==> config.mk <==
export PLATFORM = sky130hd
export DESIGN_NAME = mesh_route_learn_forward_core
export DESIGN_NICKNAME = d
export VERILOG_FILES = /design/src/sv/mrlf_pkg.sv /design/src/sv/mrlf_cell.sv /design/src/sv/mesh_route_learn_forward_core.sv
export SDC_FILE = /design/constraint.sdc
export NUM_CORES = 1
export LEC_CHECK = 0
export BUFFER_PORTS_ARGS = -buffer_cell sky130_fd_sc_hd__buf_4
export CORE_MARGIN = 2
export CORE_UTILIZATION = 55
export CTS_CLUSTER_DIAMETER = 30
export CTS_CLUSTER_SIZE = 28
export DETAILED_ROUTE_END_ITERATION = 8
export GPL_TIMING_DRIVEN = 0
export PLACE_DENSITY = 0.7
export SLEW_MARGIN = 5
export SYNTH_ARGS = -nofsm -noshare
export SYNTH_HDL_FRONTEND = slang
export SYNTH_SLANG_ARGS = --single-unit
==> constraint.sdc <==
create_clock -name i_clk -period 3.6 [get_ports i_clk]
set_input_delay 0.54 -clock i_clk [delete_from_list [all_inputs] [get_ports i_clk]]
set_output_delay 0.54 -clock i_clk [all_outputs]
set_load 0.05 [all_outputs]
==> src/sv/mrlf_pkg.sv <==
// ----------------------------------------------------------------------------
// mrlf_pkg
// Shared types and codes for the learning route table with ttl preference.
// ----------------------------------------------------------------------------
`default_nettype none

package mrlf_pkg;

    localparam int LINK_W = 2;
    localparam int TTL_W  = 8;
    localparam int CFG_W  = 8;
    localparam int FID_W  = 8;
    localparam int ACT_W  = 2;

    typedef enum logic [ACT_W-1:0] {
        ACT_LOCAL    = 2'd0,
        ACT_FORWARD  = 2'd1,
        ACT_EXPIRED  = 2'd2,
        ACT_NO_ROUTE = 2'd3
    } t_action;

    // search token handed from cell to cell
    typedef struct packed {
        logic              active;
        logic              link_ok;
        logic              src_done;
        logic              learned;
        logic              dst_hit;
        logic [LINK_W-1:0] dst_link;
    } t_tok;

endpackage

`default_nettype wire

==> src/sv/mrlf_cell.sv <==
// ----------------------------------------------------------------------------
// mrlf_cell
// One route table entry; learns from and looks up the passing search token.
// ----------------------------------------------------------------------------
`default_nettype none

module mrlf_cell
    import mrlf_pkg::*;
#(
    parameter int ID_BITS = 8
) (
    input  wire logic               i_clk,
    input  wire logic               i_rst_n,
    input  wire t_tok               i_tok,
    input  wire logic [ID_BITS-1:0] i_src,
    input  wire logic [ID_BITS-1:0] i_dst,
    input  wire logic [TTL_W-1:0]   i_ttl,
    input  wire logic [LINK_W-1:0]  i_link,
    output t_tok                    o_tok
);

    logic               r_valid;
    logic [ID_BITS-1:0] r_dev;
    logic [LINK_W-1:0]  r_link;
    logic [TTL_W-1:0]   r_hops;
    t_tok               r_tok;
    t_tok               n_tok;

    logic               w_seek;
    logic               w_match_src;
    logic               w_ins;
    logic               w_upd;
    logic               w_post_valid;
    logic [ID_BITS-1:0] w_post_dev;
    logic [LINK_W-1:0]  w_post_link;
    logic               w_dst_match;

    always_comb begin
        w_seek       = i_tok.active && i_tok.link_ok && !i_tok.src_done;
        w_match_src  = w_seek && r_valid && (r_dev == i_src);
        // entries fill from the lowest index, so the first free one ends the valid run
        w_ins        = w_seek && !r_valid;
        w_upd        = w_match_src && (r_hops <= i_ttl);
        w_post_valid = r_valid || w_ins;
        w_post_dev   = w_ins ? i_src : r_dev;
        w_post_link  = (w_ins || w_upd) ? i_link : r_link;
        // lookup sees the entry as just learned from this packet
        w_dst_match  = i_tok.active && !i_tok.dst_hit && w_post_valid && (w_post_dev == i_dst);

        n_tok          = i_tok;
        n_tok.src_done = i_tok.src_done || w_match_src || w_ins;
        n_tok.learned  = i_tok.learned || w_ins || w_upd;
        if (w_dst_match) begin
            n_tok.dst_hit  = 1'b1;
            n_tok.dst_link = w_post_link;
        end
    end

    always_ff @(posedge i_clk) begin
        if (!i_rst_n) begin
            r_valid <= 1'b0;
            r_tok   <= '0;
        end else begin
            r_tok <= n_tok;
            if (w_ins) begin
                r_valid <= 1'b1;
            end
        end
        if (w_ins) begin
            r_dev <= i_src;
        end
        if (w_ins || w_upd) begin
            r_link <= i_link;
            r_hops <= i_ttl;
        end
    end

    assign o_tok = r_tok;

endmodule

`default_nettype wire

==> src/sv/mesh_route_learn_forward_core.sv <==
// ----------------------------------------------------------------------------
// mesh_route_learn_forward_core
// Learning route table with ttl preference and local/forward/drop decision.
// ----------------------------------------------------------------------------
// A header is taken when start is high and busy is low. A search token then
// walks the row of ENTRIES table cells, one cell per cycle: each cell learns
// the source route when the token passes and checks the destination against
// its entry. The result is registered after the token leaves the last cell
// and is marked by o_result_valid for one cycle; it cannot be held off.
// busy drops in that same cycle, so a new header is taken only after the
// last result is out. own_id is written through the cfg channel, which is
// always ready; write it only while busy is low.
`default_nettype none

module mesh_route_learn_forward_core
    import mrlf_pkg::*;
#(
    parameter int ENTRIES = 16,
    parameter int LINKS   = 4,
    parameter int ID_BITS = 8
) (
    input  wire logic              i_clk,
    input  wire logic              i_rst_n,
    input  wire logic              start,
    output logic                   busy,
    input  wire logic [LINK_W-1:0] i_arrival_link,
    input  wire logic [FID_W-1:0]  i_source_id,
    input  wire logic [FID_W-1:0]  i_destination_id,
    input  wire logic [TTL_W-1:0]  i_ttl,
    input  wire logic              i_cfg_valid,
    output logic                   o_cfg_ready,
    input  wire logic [CFG_W-1:0]  i_cfg_data,
    output logic                   o_result_valid,
    output logic [ACT_W-1:0]       o_action,
    output logic [LINK_W-1:0]      o_out_link,
    output logic [TTL_W-1:0]       o_out_ttl,
    output logic                   o_route_learned,
    output logic                   o_table_full
);

    logic               r_busy;
    logic [CFG_W-1:0]   r_own_id;
    t_tok               r_tok0;
    logic [ID_BITS-1:0] r_src;
    logic [ID_BITS-1:0] r_dst;
    logic [TTL_W-1:0]   r_ttl;
    logic [LINK_W-1:0]  r_link;
    logic               r_local;

    logic               r_result_valid;
    t_action            r_action;
    logic [LINK_W-1:0]  r_out_link;
    logic [TTL_W-1:0]   r_out_ttl;
    logic               r_learned;
    logic               r_full;

    t_tok               w_tok [ENTRIES+1];
    logic [ENTRIES-1:0] w_act;
    t_tok               w_end;
    logic               w_accept;

    t_tok               n_tok0;
    t_action            n_action;
    logic [LINK_W-1:0]  n_out_link;
    logic [TTL_W-1:0]   n_out_ttl;

    assign w_accept = start && !r_busy;
    assign w_tok[0] = r_tok0;
    assign w_end    = w_tok[ENTRIES];

    genvar g;
    generate
        for (g = 0; g < ENTRIES; g++) begin : g_cell
            mrlf_cell #(
                .ID_BITS (ID_BITS)
            ) u_cell (
                .i_clk   (i_clk),
                .i_rst_n (i_rst_n),
                .i_tok   (w_tok[g]),
                .i_src   (r_src),
                .i_dst   (r_dst),
                .i_ttl   (r_ttl),
                .i_link  (r_link),
                .o_tok   (w_tok[g+1])
            );
            assign w_act[g] = w_tok[g+1].active;
        end
    endgenerate

    always_comb begin
        n_tok0 = '0;
        if (w_accept) begin
            n_tok0.active  = 1'b1;
            n_tok0.link_ok = (32'(i_arrival_link) < LINKS);
        end
    end

    always_comb begin
        n_out_link = '0;
        n_out_ttl  = '0;
        if (r_local) begin
            n_action = ACT_LOCAL;
        end else if (r_ttl <= TTL_W'(1)) begin
            n_action = ACT_EXPIRED;
        end else if (w_end.dst_hit) begin
            n_action   = ACT_FORWARD;
            n_out_link = w_end.dst_link;
            n_out_ttl  = r_ttl - TTL_W'(1);
        end else begin
            n_action = ACT_NO_ROUTE;
        end
    end

    always_ff @(posedge i_clk) begin
        if (!i_rst_n) begin
            r_busy         <= 1'b0;
            r_own_id       <= '0;
            r_tok0         <= '0;
            r_result_valid <= 1'b0;
        end else begin
            r_result_valid <= w_end.active;
            if (i_cfg_valid) begin
                r_own_id <= i_cfg_data;
            end
            r_tok0 <= n_tok0;
            if (w_accept) begin
                r_busy <= 1'b1;
            end else if (w_end.active) begin
                r_busy <= 1'b0;
            end
        end
        if (w_accept) begin
            r_src   <= ID_BITS'(i_source_id);
            r_dst   <= ID_BITS'(i_destination_id);
            r_ttl   <= i_ttl;
            r_link  <= i_arrival_link;
            r_local <= (ID_BITS'(i_destination_id) == ID_BITS'(r_own_id));
        end
        if (w_end.active) begin
            r_action   <= n_action;
            r_out_link <= n_out_link;
            r_out_ttl  <= n_out_ttl;
            r_learned  <= w_end.learned;
            r_full     <= w_end.link_ok && !w_end.src_done;
        end
    end

    assign busy            = r_busy;
    assign o_cfg_ready     = 1'b1;
    assign o_result_valid  = r_result_valid;
    assign o_action        = r_action;
    assign o_out_link      = r_out_link;
    assign o_out_ttl       = r_out_ttl;
    assign o_route_learned = r_learned;
    assign o_table_full    = r_full;

    // at most one token travels the chain
    a_one_token: assert property (@(posedge i_clk) disable iff (!i_rst_n)
        $onehot0({w_act, r_tok0.active}))
        else $error("more than one search token in the cell chain");

    a_token_busy: assert property (@(posedge i_clk) disable iff (!i_rst_n)
        (r_tok0.active || (w_act != '0)) |-> r_busy)
        else $error("search token in flight while not busy");

    a_learn_full: assert property (@(posedge i_clk) disable iff (!i_rst_n)
        r_result_valid |-> !(r_learned && r_full))
        else $error("route learned and table full on the same result");

    a_fwd_fields: assert property (@(posedge i_clk) disable iff (!i_rst_n)
        (r_result_valid && (r_action != ACT_FORWARD)) |->
            ((r_out_link == '0) && (r_out_ttl == '0)))
        else $error("link or ttl set on a result that is not forwarded");

    a_result_end: assert property (@(posedge i_clk) disable iff (!i_rst_n)
        r_result_valid |-> (!r_busy && $past(w_end.active)))
        else $error("result without a finished search");

endmodule

`default_nettype wire
==> flow_summary.json, run 1 <==
{
  "seq_area_frac_synth": 0.4800,
  "drv_cap": 0,
  "criticalPathCategory": "register to register",
  "overflow": 0,
  "wl_met1_um": 28850,
  "path_max_fanout": 9,
  "post-route-min-period_ns": 3.643,
  "floorplan.die.height_um": 205.7,
  "clock-sinks": 452,
  "ant_nets": 0,
  "rows": 73,
  "drc_errors": 0,
  "slew_headroom": 0.1467,
  "leakage_nw": 10.93,
  "floorplan.initialDensity": 0.5605,
  "crit_path_end_kind": "register",
  "drt_wl_total_um": 72080,
  "grt_max_degree": 22,
  "final_cycle_utilization_of_the_critical_path": 1.012,
  "status": "complete, but fails checks",
  "grt_pass1_vias": 17720,
  "synth_top_cell_by_area": "sky130_fd_sc_hd__dfxtp_1",
  "cts_inserted_buffers": 94,
  "synth_area_sq_mm": 0.02237,
  "met3_length_um": 6165,
  "finalMaxSlewViolations": 0,
  "io_pins": 55,
  "antenna_cells_inserted": 0,
  "wl_per_cell_um": 24.51,
  "max_freq_ghz": 0.2745,
  "dr_total_vias": 18080,
  "grt_use_total": 0.3423,
  "design.core.area_sq_mm": 0.03991,
  "count_of_final_setup_violators": 4,
  "critical_path_required_ns": 4.06,
  "netlist_instances": 2145,
  "path_buf_inv": 2,
  "topRoutingLayerUsed": "met4",
  "whs_ns": 0.08537,
  "worst_skew_late_latency_ns": 0.63,
  "yosys-top-cells-area": "sky130_fd_sc_hd__dfxtp_1 (25%), sky130_fd_sc_hd__edfxtp_1 (23%), sky130_fd_sc_hd__ha_1 (7.3%)",
  "tns_ns": -0.1316,
  "post_route_cells_drive_above_1_share": 0.1751,
  "clockBufferDepth": 3,
  "number_of_buffers_inserted_for_hold_repair_after_clock_tree_synthesis": 0,
  "syn_nets": 2313,
  "timing.critical_path.max_delay_family": "simple AND/OR/NAND/NOR gates",
  "worst_path_largest_cell_delay_ns": 1.02,
  "async_reset_ff_frac": 0,
  "synth.avg_cell_area_sq_um": 10.43,
  "synth-warning-count": 0,
  "pwr_density_cell_mw_per_mm2": 594.3,
  "routed_via_density": 6.148,
  "cts-root-buf": "sky130_fd_sc_hd__clkbuf_16",
  "post-route-worst-setup-slack_ns": -0.04266,
  "die_w_um": 205.7,
  "cp_data_arrival_time_ns": 4.10,
  "met2_length_um": 32730,
  "violations": "negative setup slack",
  "post_synth_edffs": 169,
  "drtPass1Iterations": 6,
  "place.port_buffers": 52,
  "areaGrowthSynthToFinish_pct": 21.66,
  "finClkSkew_ns": 0.02449,
  "dp_hpwl_um": 47770,
  "vdd_drop_max_uv": 563.2,
  "first_iter_violations": 1733,
  "min_path_type": "input pin to register",
  "critPathLaunchType": "register",
  "cts_tree": "done",
  "critical_path.slowest_cell": "sky130_fd_sc_hd__nor4_1",
  "finalNetCount": 2503,
  "wire_length_of_the_first_global_routing_pass_um": 106200,
  "synth-main-ff-cell": "sky130_fd_sc_hd__dfxtp_1",
  "cts.clk_slew.worst_paths_ns": 0.05,
  "fp.dieArea_sq_mm": 0.04231,
  "post-synth-top-area-fraction": 0.2532,
  "synth.ff_latch_count": 452,
  "worst_pin_slew_ns": 1.277,
  "crit_path_cell_trace": "buf_2, nor2b_1, clkbuf_1, nor4_1, a21oi_1, a2111oi_0, and2_1, a211oi_1",
  "synth.distinct_cells": 75,
  "cts-htree-levels": 3,
  "finalHoldViolCount": 0,
  "antenna_found_initial": 0,
  "gp_congestion": 0.9806
}
## metal layers
layer | vias to the layer above | track usage
met4 | 0 | 0.2007
met5 | - | 0
li1 | 8152 | -
met1 | 8692 | 0.4326
met2 | 962 | 0.5480
met3 | 274 | 0.06446
## synth_stat cells, drive strengths merged (25+ instances only)
master  instances
xor2           94
xnor2         116
buf            43
a21oi          96
o211ai         25
nor2b          66
and2           30
o21a           27
mux2i          36
nor3           49
o21ai          58
mux2           78
edfxtp        169
dfxtp         283
nand2         170
clkbuf         53
nand3          32
nor2          132
nand4          55
a211oi         30
inv            87
ha            130
## final cells by class
cell class / count / area [sq um]
fillers: 3000 / 12690
multi-input cells: 1507 / 10930
flip-flops and latches: 452 / 10740
clock buffers: 114 / 2591
repair buffers: 94 / 769.5
clock inverters: 63 / 744.5
well taps: 525 / 656.9
plain buffers: 96 / 421.7
inverters: 90 / 364.1
## logic make-up (layout without fill, tap and decap cells)
family          Yosys count  after routing  synth area share
simple gates            670            670            0.1568
flops                   452            452            0.4800
compound gates          382            382            0.1186
xor+xnor                210            210           0.08221
buf+inv                 186            457           0.03383
fa+ha+maj               130            130           0.07270
mux                     114            114           0.05570
other cells               1              1         0.0001676
## repair_timing
| action | 4_1_cts | 5_1_grt |
|---|---|---|
| setup buffers | 31 | 7 |
| resized for setup | 10 | 7 |
| endpoints found under the setup margin | 187 | 136 |
## flip-flops by register name (all words and copies together), names as in the netlist, 16 cells and up
signal                 cells
g_cell.u_cell.r_link      32
g_cell.u_cell.r_valid     16
g_cell.u_cell.r_hops     128
g_cell.u_cell.r_dev      128
g_cell.u_cell.o_tok       96
## metrics by stage
| stage | setup WS, ns | utilization | area (sq um) | instances | power, mW |
|---|---|---|---|---|---|
| detailed placement | -0.4861 | 0.5890 | 23510 | 2726 | 7.231 |
| global placement | -0.9324 | 0.5868 | 23420 | 2722 | 7.168 |
| floorplan | 0.4710 | - | 22370 | 2145 | 6.740 |
| CTS | 0.01474 | 0.6799 | 27140 | 2934 | 16.17 |
| finish | -0.04266 | 0.6820 | 27220 | 2941 | 16.18 |
| global route | -0.005275 | 0.6820 | 27220 | 2941 | 16.61 |
## worst paths after layout
check	startpoint	to	slack, ns	cells after the start
max	r_dst[5]	g_cell[8].u_cell.o_tok[1]	-0.04	8
min reg2reg	g_cell[15].u_cell.o_tok[3]	o_route_learned	0.41	0
max reg2reg	r_dst[5]	g_cell[8].u_cell.o_tok[1]	-0.04	8
min	i_source_id[1]	r_src[1]	0.09	1
## power by group
part	internal (mW)	leakage [nW]	switching, mW
Sequential	5.54	3.84	0.198
Combinational	0.611	5.48	0.897
Clock	5.91	1.61	3.02
## placed cells by master, fill, tap and decap left out, types with 11 or more instances in the layout
cell type	instances
sky130_fd_sc_hd__clkinvlp_4	18
sky130_fd_sc_hd__xor2_1	94
sky130_fd_sc_hd__clkbuf_1	58
sky130_fd_sc_hd__and2_1	30
sky130_fd_sc_hd__mux2i_1	36
sky130_fd_sc_hd__o21ai_0	58
sky130_fd_sc_hd__nand2b_1	24
sky130_fd_sc_hd__nor2b_1	65
sky130_fd_sc_hd__buf_2	29
sky130_fd_sc_hd__a211oi_1	25
sky130_fd_sc_hd__or3_1	11
sky130_fd_sc_hd__o211ai_1	25
sky130_fd_sc_hd__ha_1	130
sky130_fd_sc_hd__nor2_1	132
sky130_fd_sc_hd__edfxtp_1	169
sky130_fd_sc_hd__clkbuf_16	97
sky130_fd_sc_hd__nor3_1	46
sky130_fd_sc_hd__mux2_2	76
sky130_fd_sc_hd__buf_4	90
sky130_fd_sc_hd__a21oi_1	96
sky130_fd_sc_hd__nor4_1	17
sky130_fd_sc_hd__nand2_1	170
sky130_fd_sc_hd__o221ai_1	12
sky130_fd_sc_hd__and3_1	23
sky130_fd_sc_hd__clkinv_4	11
sky130_fd_sc_hd__nor3b_1	17
sky130_fd_sc_hd__o22ai_1	13
sky130_fd_sc_hd__nand4_1	55
sky130_fd_sc_hd__o21a_1	27
sky130_fd_sc_hd__inv_1	80
sky130_fd_sc_hd__nand3_1	32
sky130_fd_sc_hd__a21o_1	20
sky130_fd_sc_hd__dfxtp_1	283
sky130_fd_sc_hd__xnor2_1	116
No activity file was read; power rests on OpenSTA's default activity.
==> run 2, diff against run 1 <==
--- a/config.mk
+++ b/config.mk
@@ -6,13 +6,15 @@
 export NUM_CORES = 1
 export LEC_CHECK = 0
 export BUFFER_PORTS_ARGS = -buffer_cell sky130_fd_sc_hd__buf_4
+export CELL_PAD_IN_SITES_DETAIL_PLACEMENT = 0
+export CELL_PAD_IN_SITES_GLOBAL_PLACEMENT = 1
 export CORE_MARGIN = 2
-export CORE_UTILIZATION = 55
+export CORE_UTILIZATION = 50
 export CTS_CLUSTER_DIAMETER = 30
 export CTS_CLUSTER_SIZE = 28
 export DETAILED_ROUTE_END_ITERATION = 8
 export GPL_TIMING_DRIVEN = 0
-export PLACE_DENSITY = 0.7
+export PLACE_DENSITY = 0.77
 export SLEW_MARGIN = 5
 export SYNTH_ARGS = -nofsm -noshare
 export SYNTH_HDL_FRONTEND = slang
==> run 2 against run 1 <==
Against the previous run:
- routed wire length grew 2.4%
- register-to-register slack lost 0.03 ns
- the run still ends with negative setup slack left
- design area grew 2.1%
- count of clock-buffer cells in the layout grew 12
- non-clock buffer count grew 1
- global-route usage shrank 2.5 points
- sequential share of layout area shrank 0.82 points
- utilization shrank 5.3 points
- flip-flop and latch count is the same
- highest routed layer unchanged
- total power grew 7.4%
==> flow_summary.json, run 2 (synthesis gave the netlist of run 1 again) <==
{
  "critPathLaunchType": "register",
  "dp_hpwl_um": 49280,
  "finalNetCount": 2513,
  "rows": 77,
  "cts_tree": "done",
  "grt_pass1_vias": 17520,
  "wire_length_of_the_first_global_routing_pass_um": 108700,
  "violations": "negative setup slack",
  "cts_inserted_buffers": 103,
  "wl_per_cell_um": 24.39,
  "max_freq_ghz": 0.2726,
  "post_route_cells_drive_above_1_share": 0.1832,
  "pwr_density_cell_mw_per_mm2": 624.8,
  "leading_cell_types_in_the_layout_fill_and_taps_excluded": "sky130_fd_sc_hd__dfxtp_1 (283), sky130_fd_sc_hd__nand2_1 (170), sky130_fd_sc_hd__edfxtp_1 (169)",
  "timing.critical_path.max_delay_family": "buffers and inverters",
  "post-route-worst-setup-slack_ns": -0.06845,
  "floorplan.die.height_um": 215.5,
  "cts-root-buf": "sky130_fd_sc_hd__clkbuf_16",
  "critical_path.slowest_cell": "sky130_fd_sc_hd__buf_1",
  "worst_hold_path.endpoint": "r_src[5]",
  "criticalPathCategory": "register to register",
  "tns_ns": -0.09116,
  "crit_path_end_kind": "register",
  "leakage_nw": 11.21,
  "design.core.area_sq_mm": 0.04422,
  "cells_on_worst_reg2reg_path": 8,
  "worstReg2RegEnd": "g_cell[3].u_cell.o_tok[0]",
  "worst_path_largest_cell_delay_ns": 0.93,
  "timing.hold.worst_path_depth": 1,
  "finClkSkew_ns": 0.02472,
  "worst_skew_late_latency_ns": 0.65,
  "antenna_found_initial": 0,
  "vdd_drop_max_uv": 393.1,
  "placedCellCount": 2793,
  "worst_pin_slew_ns": 1.260,
  "antenna_cells_inserted": 0,
  "floorplan.initialDensity": 0.5060,
  "drc_errors": 0,
  "place.port_buffers": 52,
  "drtPass1Iterations": 8,
  "finalNonFillerCells": 3027,
  "total_power_mw": 17.37,
  "first_iter_violations": 1597,
  "die_w_um": 215.5,
  "whs_ns": 0.07392,
  "drv_cap": 0,
  "crit-reg2reg-launch": "r_src[0]",
  "path_max_fanout": 10,
  "drt_wl_total_um": 73830,
  "cts.clk_slew.worst_paths_ns": 0.05,
  "overflow": 0,
  "io_pins": 55,
  "count_of_final_setup_violators": 2,
  "clock-sinks": 452,
  "gp_congestion": 0.9870,
  "layout.cells.most_common": "sky130_fd_sc_hd__dfxtp_1",
  "crit_path_cell_trace": "buf_2, buf_1, clkbuf_1, mux2i_1, o221ai_1, a211oi_1, o21ai_0, a21oi_1",
  "final_cycle_utilization_of_the_critical_path": 1.019,
  "clockBufferDepth": 3,
  "final_util": 0.6286,
  "critical_path_required_ns": 4.09,
  "path_buf_inv": 3,
  "grt_use_total": 0.3170,
  "dr_total_vias": 17880,
  "status": "complete, but fails checks",
  "grt_max_degree": 22,
  "cts-htree-levels": 3,
  "fp.dieArea_sq_mm": 0.04646,
  "ant_nets": 0,
  "routed_via_density": 5.907,
  "post-route-min-period_ns": 3.668,
  "slew_headroom": 0.1533,
  "areaGrowthSynthToFinish_pct": 24.25,
  "hp-start": "i_source_id[5]",
  "unrepaired_setup_endpoints_after_global_routing": "yes",
  "cp_data_arrival_time_ns": 4.16,
  "ff_to_ff_setup_slack_ns": -0.07,
  "finalHoldViolCount": 0,
  "n_fill_cell": 3552,
  "finalMaxSlewViolations": 0,
  "min_path_type": "input pin to register"
}
==> run 2: cell types whose count changed in the layout (fill, tap and decap cells not counted), sizes merged <==
cell | before | now
bufinv | 10 | 15
clkdlybuf4s15 | 0 | 2
buf | 137 | 136
clkbuf | 167 | 179
inv | 95 | 100
clkinvlp | 18 | 14
==> run 2: metal layers <==
layer  GRT usage  vias up  wire, um
met5           0        -         0
met4      0.1669        0      3480
met3     0.06272      203      5492
met2      0.5080      787     33690
met1      0.4064     8679     31160
li1            -     8210         -
==> run 2: where the power goes <==
group	internal, mW	total (mW)	switching [mW]	leakage [nW]
Sequential	5.54	5.74	0.200	3.84
Combinational	0.612	1.51	0.901	5.50
Clock	6.97	10.1	3.15	1.86
==> run 2: layout make-up <==
cell class                      instances  area (sq um)  area share
Multi-Input combinational cell       1507         10940      0.3936
Timing Repair Buffer                   95         764.5     0.02750
Tap cell                              592         740.7     0.02665
Clock inverter                         69         837.1     0.03011
Inverter                               90         360.3     0.01296
Clock buffer                          126          2978      0.1071
Sequential cell                       452         10740      0.3864
Buffer                                 96         435.4     0.01566
==> run 2: how the worst max path moves through the flow <==
stage,startpoint,depth (start not counted),endpoint
3_3_place_gp,r_ttl[5],8,g_cell[15].u_cell.o_tok[0]
3_5_place_dp,r_ttl[3],8,g_cell[0].u_cell.r_hops[6]
6_report,r_src[0],8,g_cell[3].u_cell.o_tok[0]
5_1_grt,r_src[0],8,g_cell[3].u_cell.o_tok[1]
2_1_floorplan,r_ttl[1],8,g_cell[15].u_cell.o_tok[0]
4_1_cts,r_src[6],7,g_cell[1].u_cell.o_tok[0]
==> run 2: timing repair <==
item / CTS / global route
gates cloned: 0 / 0
gates resized for setup: 7 / 16
endpoints found under the hold margin: 0 / 0
hold buffers: 0 / 0
setup endpoints to repair: 193 / 61
setup buffers: 35 / 4
==> run 2: per-stage QoR <==
stage | setup WS (ns) | instance area, sq um
2_1_floorplan | 0.4710 | 22370
3_3_place_gp | -1.007 | 23510
3_5_place_dp | -0.6405 | 23600
4_1_cts | 0.03001 | 27720
5_1_grt | -0.03147 | 27800
6_report | -0.06845 | 27800
==> run 3, diff against run 2 <==
--- a/config.mk
+++ b/config.mk
@@ -8,14 +8,14 @@
 export BUFFER_PORTS_ARGS = -buffer_cell sky130_fd_sc_hd__buf_4
 export CELL_PAD_IN_SITES_DETAIL_PLACEMENT = 0
 export CELL_PAD_IN_SITES_GLOBAL_PLACEMENT = 1
-export CORE_MARGIN = 2
 export CORE_UTILIZATION = 50
 export CTS_CLUSTER_DIAMETER = 30
 export CTS_CLUSTER_SIZE = 28
 export DETAILED_ROUTE_END_ITERATION = 8
 export GPL_TIMING_DRIVEN = 0
-export PLACE_DENSITY = 0.77
+export PLACE_DENSITY = 0.78
 export SLEW_MARGIN = 5
 export SYNTH_ARGS = -nofsm -noshare
 export SYNTH_HDL_FRONTEND = slang
+export SYNTH_HIERARCHICAL = 1
 export SYNTH_SLANG_ARGS = --single-unit
==> run 3 against run 2 <==
Against the previous run:
- the run now ends clean
- synthesized cell count rose by 22%
- sequential share of layout area fell by 4.1 points
- non-clock buffer count fell by 13
- count of clock-buffer cells in the layout rose by 10
- worst setup slack improved by 0.34 ns
- synthesized area rose by 13%
- clock skew fell by 0.0053 ns
- combinational power fell by 21%
- critical path depth fell by 3
- routed wire length fell by 1.4%
- sequential power barely moved
- die area rose by 11%
- highest routed layer unchanged
==> flow_summary.json, run 3 <==
{
  "synth.distinct_cells": 64,
  "crit_path_cell_trace": "buf_8, xor2_1, nor4_1, nand4_1, o21ai_0",
  "unrepaired_setup_endpoints_after_global_routing": "no",
  "path_max_fanout": 12,
  "cp_data_arrival_time_ns": 3.57,
  "tns_ns": 0,
  "cells_on_worst_reg2reg_path": 5,
  "synth_area_sq_mm": 0.02527,
  "p_int_mw": 13.28,
  "critical_path.slowest_cell": "sky130_fd_sc_hd__o21ai_0",
  "synth_top_cell_by_area": "sky130_fd_sc_hd__dfxtp_1",
  "routed_via_density": 5.744,
  "drt_wl_total_um": 72800,
  "async_reset_ff_frac": 0,
  "floorplan.die.height_um": 226.8,
  "antenna_found_initial": 0,
  "drc_errors": 0,
  "dp_hpwl_um": 51000,
  "leading_cell_types_in_the_layout_fill_and_taps_excluded": "sky130_fd_sc_hd__nand2_1 (346), sky130_fd_sc_hd__dfxtp_1 (299), sky130_fd_sc_hd__inv_1 (297)",
  "n_fill_cell": 3961,
  "synth-warning-count": 6,
  "power.share.switching": 0.2245,
  "yosys-top-cells-count": "sky130_fd_sc_hd__nand2_1 (346), sky130_fd_sc_hd__dfxtp_1 (299), sky130_fd_sc_hd__inv_1 (297)",
  "finalHoldViolCount": 0,
  "final_cell_area_sq_mm": 0.03207,
  "crit-reg2reg-launch": "r_src[6]",
  "post-route-min-period_ns": 3.332,
  "post_cts_buffers": 0,
  "drtPass1Iterations": 5,
  "leakage_nw": 13.39,
  "overflow": 0,
  "place.port_buffers": 52,
  "hp-start": "i_ttl[0]",
  "synth-main-ff-cell": "sky130_fd_sc_hd__dfxtp_1",
  "cts_inserted_buffers": 105,
  "power.switching_mw": 3.844,
  "io_pins": 55,
  "place_area_sq_mm": 0.02821,
  "post_synth_edffs": 169,
  "multi_input_area_sq_mm": 0.01271,
  "post-synth-top-count-cell": "sky130_fd_sc_hd__nand2_1",
  "pwr-share-clk": 0.596,
  "yosys-top-cells-area": "sky130_fd_sc_hd__dfxtp_1 (24%), sky130_fd_sc_hd__edfxtp_1 (20%), sky130_fd_sc_hd__ha_1 (6.4%)",
  "cts-htree-levels": 3,
  "die_w_um": 226.8,
  "post_route_cells_drive_above_1_share": 0.1528,
  "synth.avg_cell_area_sq_um": 9.620,
  "criticalPathCategory": "register to register",
  "wire_length_of_the_first_global_routing_pass_um": 114200,
  "ff_to_ff_setup_slack_ns": 0.27,
  "p_seq_frac": 0.334,
  "grt_use_total": 0.2862,
  "crit_path_end_kind": "register",
  "cts.clk_slew.worst_paths_ns": 0.05,
  "wl_per_cell_um": 20.09,
  "finClkSkew_ns": 0.01941,
  "critPathLaunch": "r_src[6]",
  "postCtsResizedCells": 0,
  "status": "completed",
  "max_freq_ghz": 0.3001,
  "finalNonFillerCells": 3623,
  "cts-root-buf": "sky130_fd_sc_hd__clkbuf_16",
  "seq_area_frac_synth": 0.4376,
  "slew_headroom": 0.1373,
  "critical_path_required_ns": 3.84,
  "rows": 82,
  "drv_cap": 0,
  "areaGrowthSynthToFinish_pct": 26.90,
  "synth.ff_latch_count": 468,
  "finalNetCount": 3029,
  "min_path_type": "input pin to register",
  "antenna_cells_inserted": 0,
  "dr_total_vias": 20810,
  "grt_pass1_vias": 21080,
  "vdd_drop_max_uv": 533.6,
  "pwr_density_cell_mw_per_mm2": 533.9,
  "fp.dieArea_sq_mm": 0.05145,
  "placedCellCount": 3426,
  "gp_congestion": 0.8562,
  "grt_max_degree": 104,
  "number_of_buffers_inserted_for_hold_repair_after_clock_tree_synthesis": 0,
  "area.sequential_sq_mm": 0.01106,
  "pwr-share-comb": 0.070,
  "final_cycle_utilization_of_the_critical_path": 0.9256,
  "first_iter_violations": 1391,
  "post-synth-top-area-fraction": 0.2368,
  "critPathLaunchType": "register",
  "design.core.area_sq_mm": 0.04997,
  "cts_tree": "done",
  "timing.hold.worst_path_depth": 1,
  "worst_path_largest_cell_delay_ns": 1.00,
  "clock-sinks": 468,
  "ant_nets": 0,
  "worst_skew_late_latency_ns": 0.64,
  "clockBufferDepth": 3,
  "finalMaxSlewViolations": 0,
  "netlist_instances": 2627,
  "floorplan.initialDensity": 0.5058,
  "worst_pin_slew_ns": 1.281,
  "whs_ns": 0.08120,
  "count_of_final_setup_violators": 0,
  "worst_hold_path.endpoint": "r_ttl[0]",
  "layout.cells.most_common": "sky130_fd_sc_hd__nand2_1",
  "worstReg2RegEnd": "g_cell[9].u_cell/r_hops[5]"
}
## run 3: cell types whose count changed in the layout (fill, tap and decap cells not counted), moves of 39 or more
cell                      before  now
sky130_fd_sc_hd__buf_16        2   54
sky130_fd_sc_hd__mux2_2       76    9
sky130_fd_sc_hd__o21ai_0      58  122
sky130_fd_sc_hd__nand2_1     170  346
sky130_fd_sc_hd__nor2_1      132   46
sky130_fd_sc_hd__buf_4        92   53
sky130_fd_sc_hd__inv_1        81  297
## run 3: critical path, delay by kind of cell, from the launching register on
kind            cells  cell delay, ns
compound gates      1            1.00
xor+xnor            1            0.08
buf+inv             1            0.25
flops               1            0.96
simple gates        2            0.64
## run 3: kinds of logic (layout without fill, tap and decap cells)
| kind of cell | count (synthesis) | count (layout) | synth area share |
|---|---|---|---|
| muxes | 40 | 40 | 0.01807 |
| xor gates and xnor gates | 230 | 230 | 0.07971 |
| and+or+nand+nor | 829 | 829 | 0.1841 |
| DFF | 468 | 468 | 0.4376 |
| adders and majority gates | 130 | 130 | 0.06436 |
| other | 2 | 11 | 0.0002972 |
| AOI/OAI and AO/OA | 571 | 571 | 0.1550 |
| buffers and inverters | 357 | 672 | 0.06080 |
## run 3: cell type report
cell class              instances  share of cell area
repair buffers                118             0.06414
multi-input cells            1811              0.3964
clock inverters                61             0.02559
clock buffers                 136             0.09492
well taps                     672             0.02622
plain buffers                  60             0.01315
inverters                     297             0.03476
flip-flops and latches        468              0.3449
## run 3: layer usage
layer | share of wire | global-route usage
met1 | 0.42 | 0.3473
met2 | 0.48 | 0.4876
met3 | 0.057 | 0.05261
met4 | 0.041 | 0.1362
met5 | 0 | 0
## run 3: power groups by stage
stage	Sequential, mW	Combinational, mW	Clock (mW)
final	5.71	1.20	10.2
after global routing	5.71	1.30	10.6
after CTS	5.71	1.19	10.4
after detailed placement	5.80	1.18	0
after global placement	6.04	0.728	0
after floorplan	5.85	0.562	0
## run 3: worst max-delay path by stage
stage                            endpoint  cells past startpoint
5_1_grt        g_cell[9].u_cell/r_hops[7]                      7
4_1_cts        g_cell[1].u_cell/r_hops[6]                      7
3_5_place_dp   g_cell[1].u_cell/r_hops[6]                      7
2_1_floorplan  g_cell[1].u_cell/r_hops[0]                      4
6_report       g_cell[9].u_cell/r_hops[5]                      5
3_3_place_gp   g_cell[1].u_cell/r_hops[7]                      4
## run 3: metrics by stage
| step | setup slack, ns | power [mW] | util |
|---|---|---|---|
| finish | 0.2679 | 17.12 | 0.6419 |
| global route | 0.06624 | 17.65 | 0.6419 |
| CTS | 0.04966 | 17.26 | 0.6419 |
| detailed placement | 0.05765 | 6.986 | 0.5645 |
| global placement | -1.512 | 6.772 | 0.5311 |
| floorplan | 0.3991 | 6.415 | - |
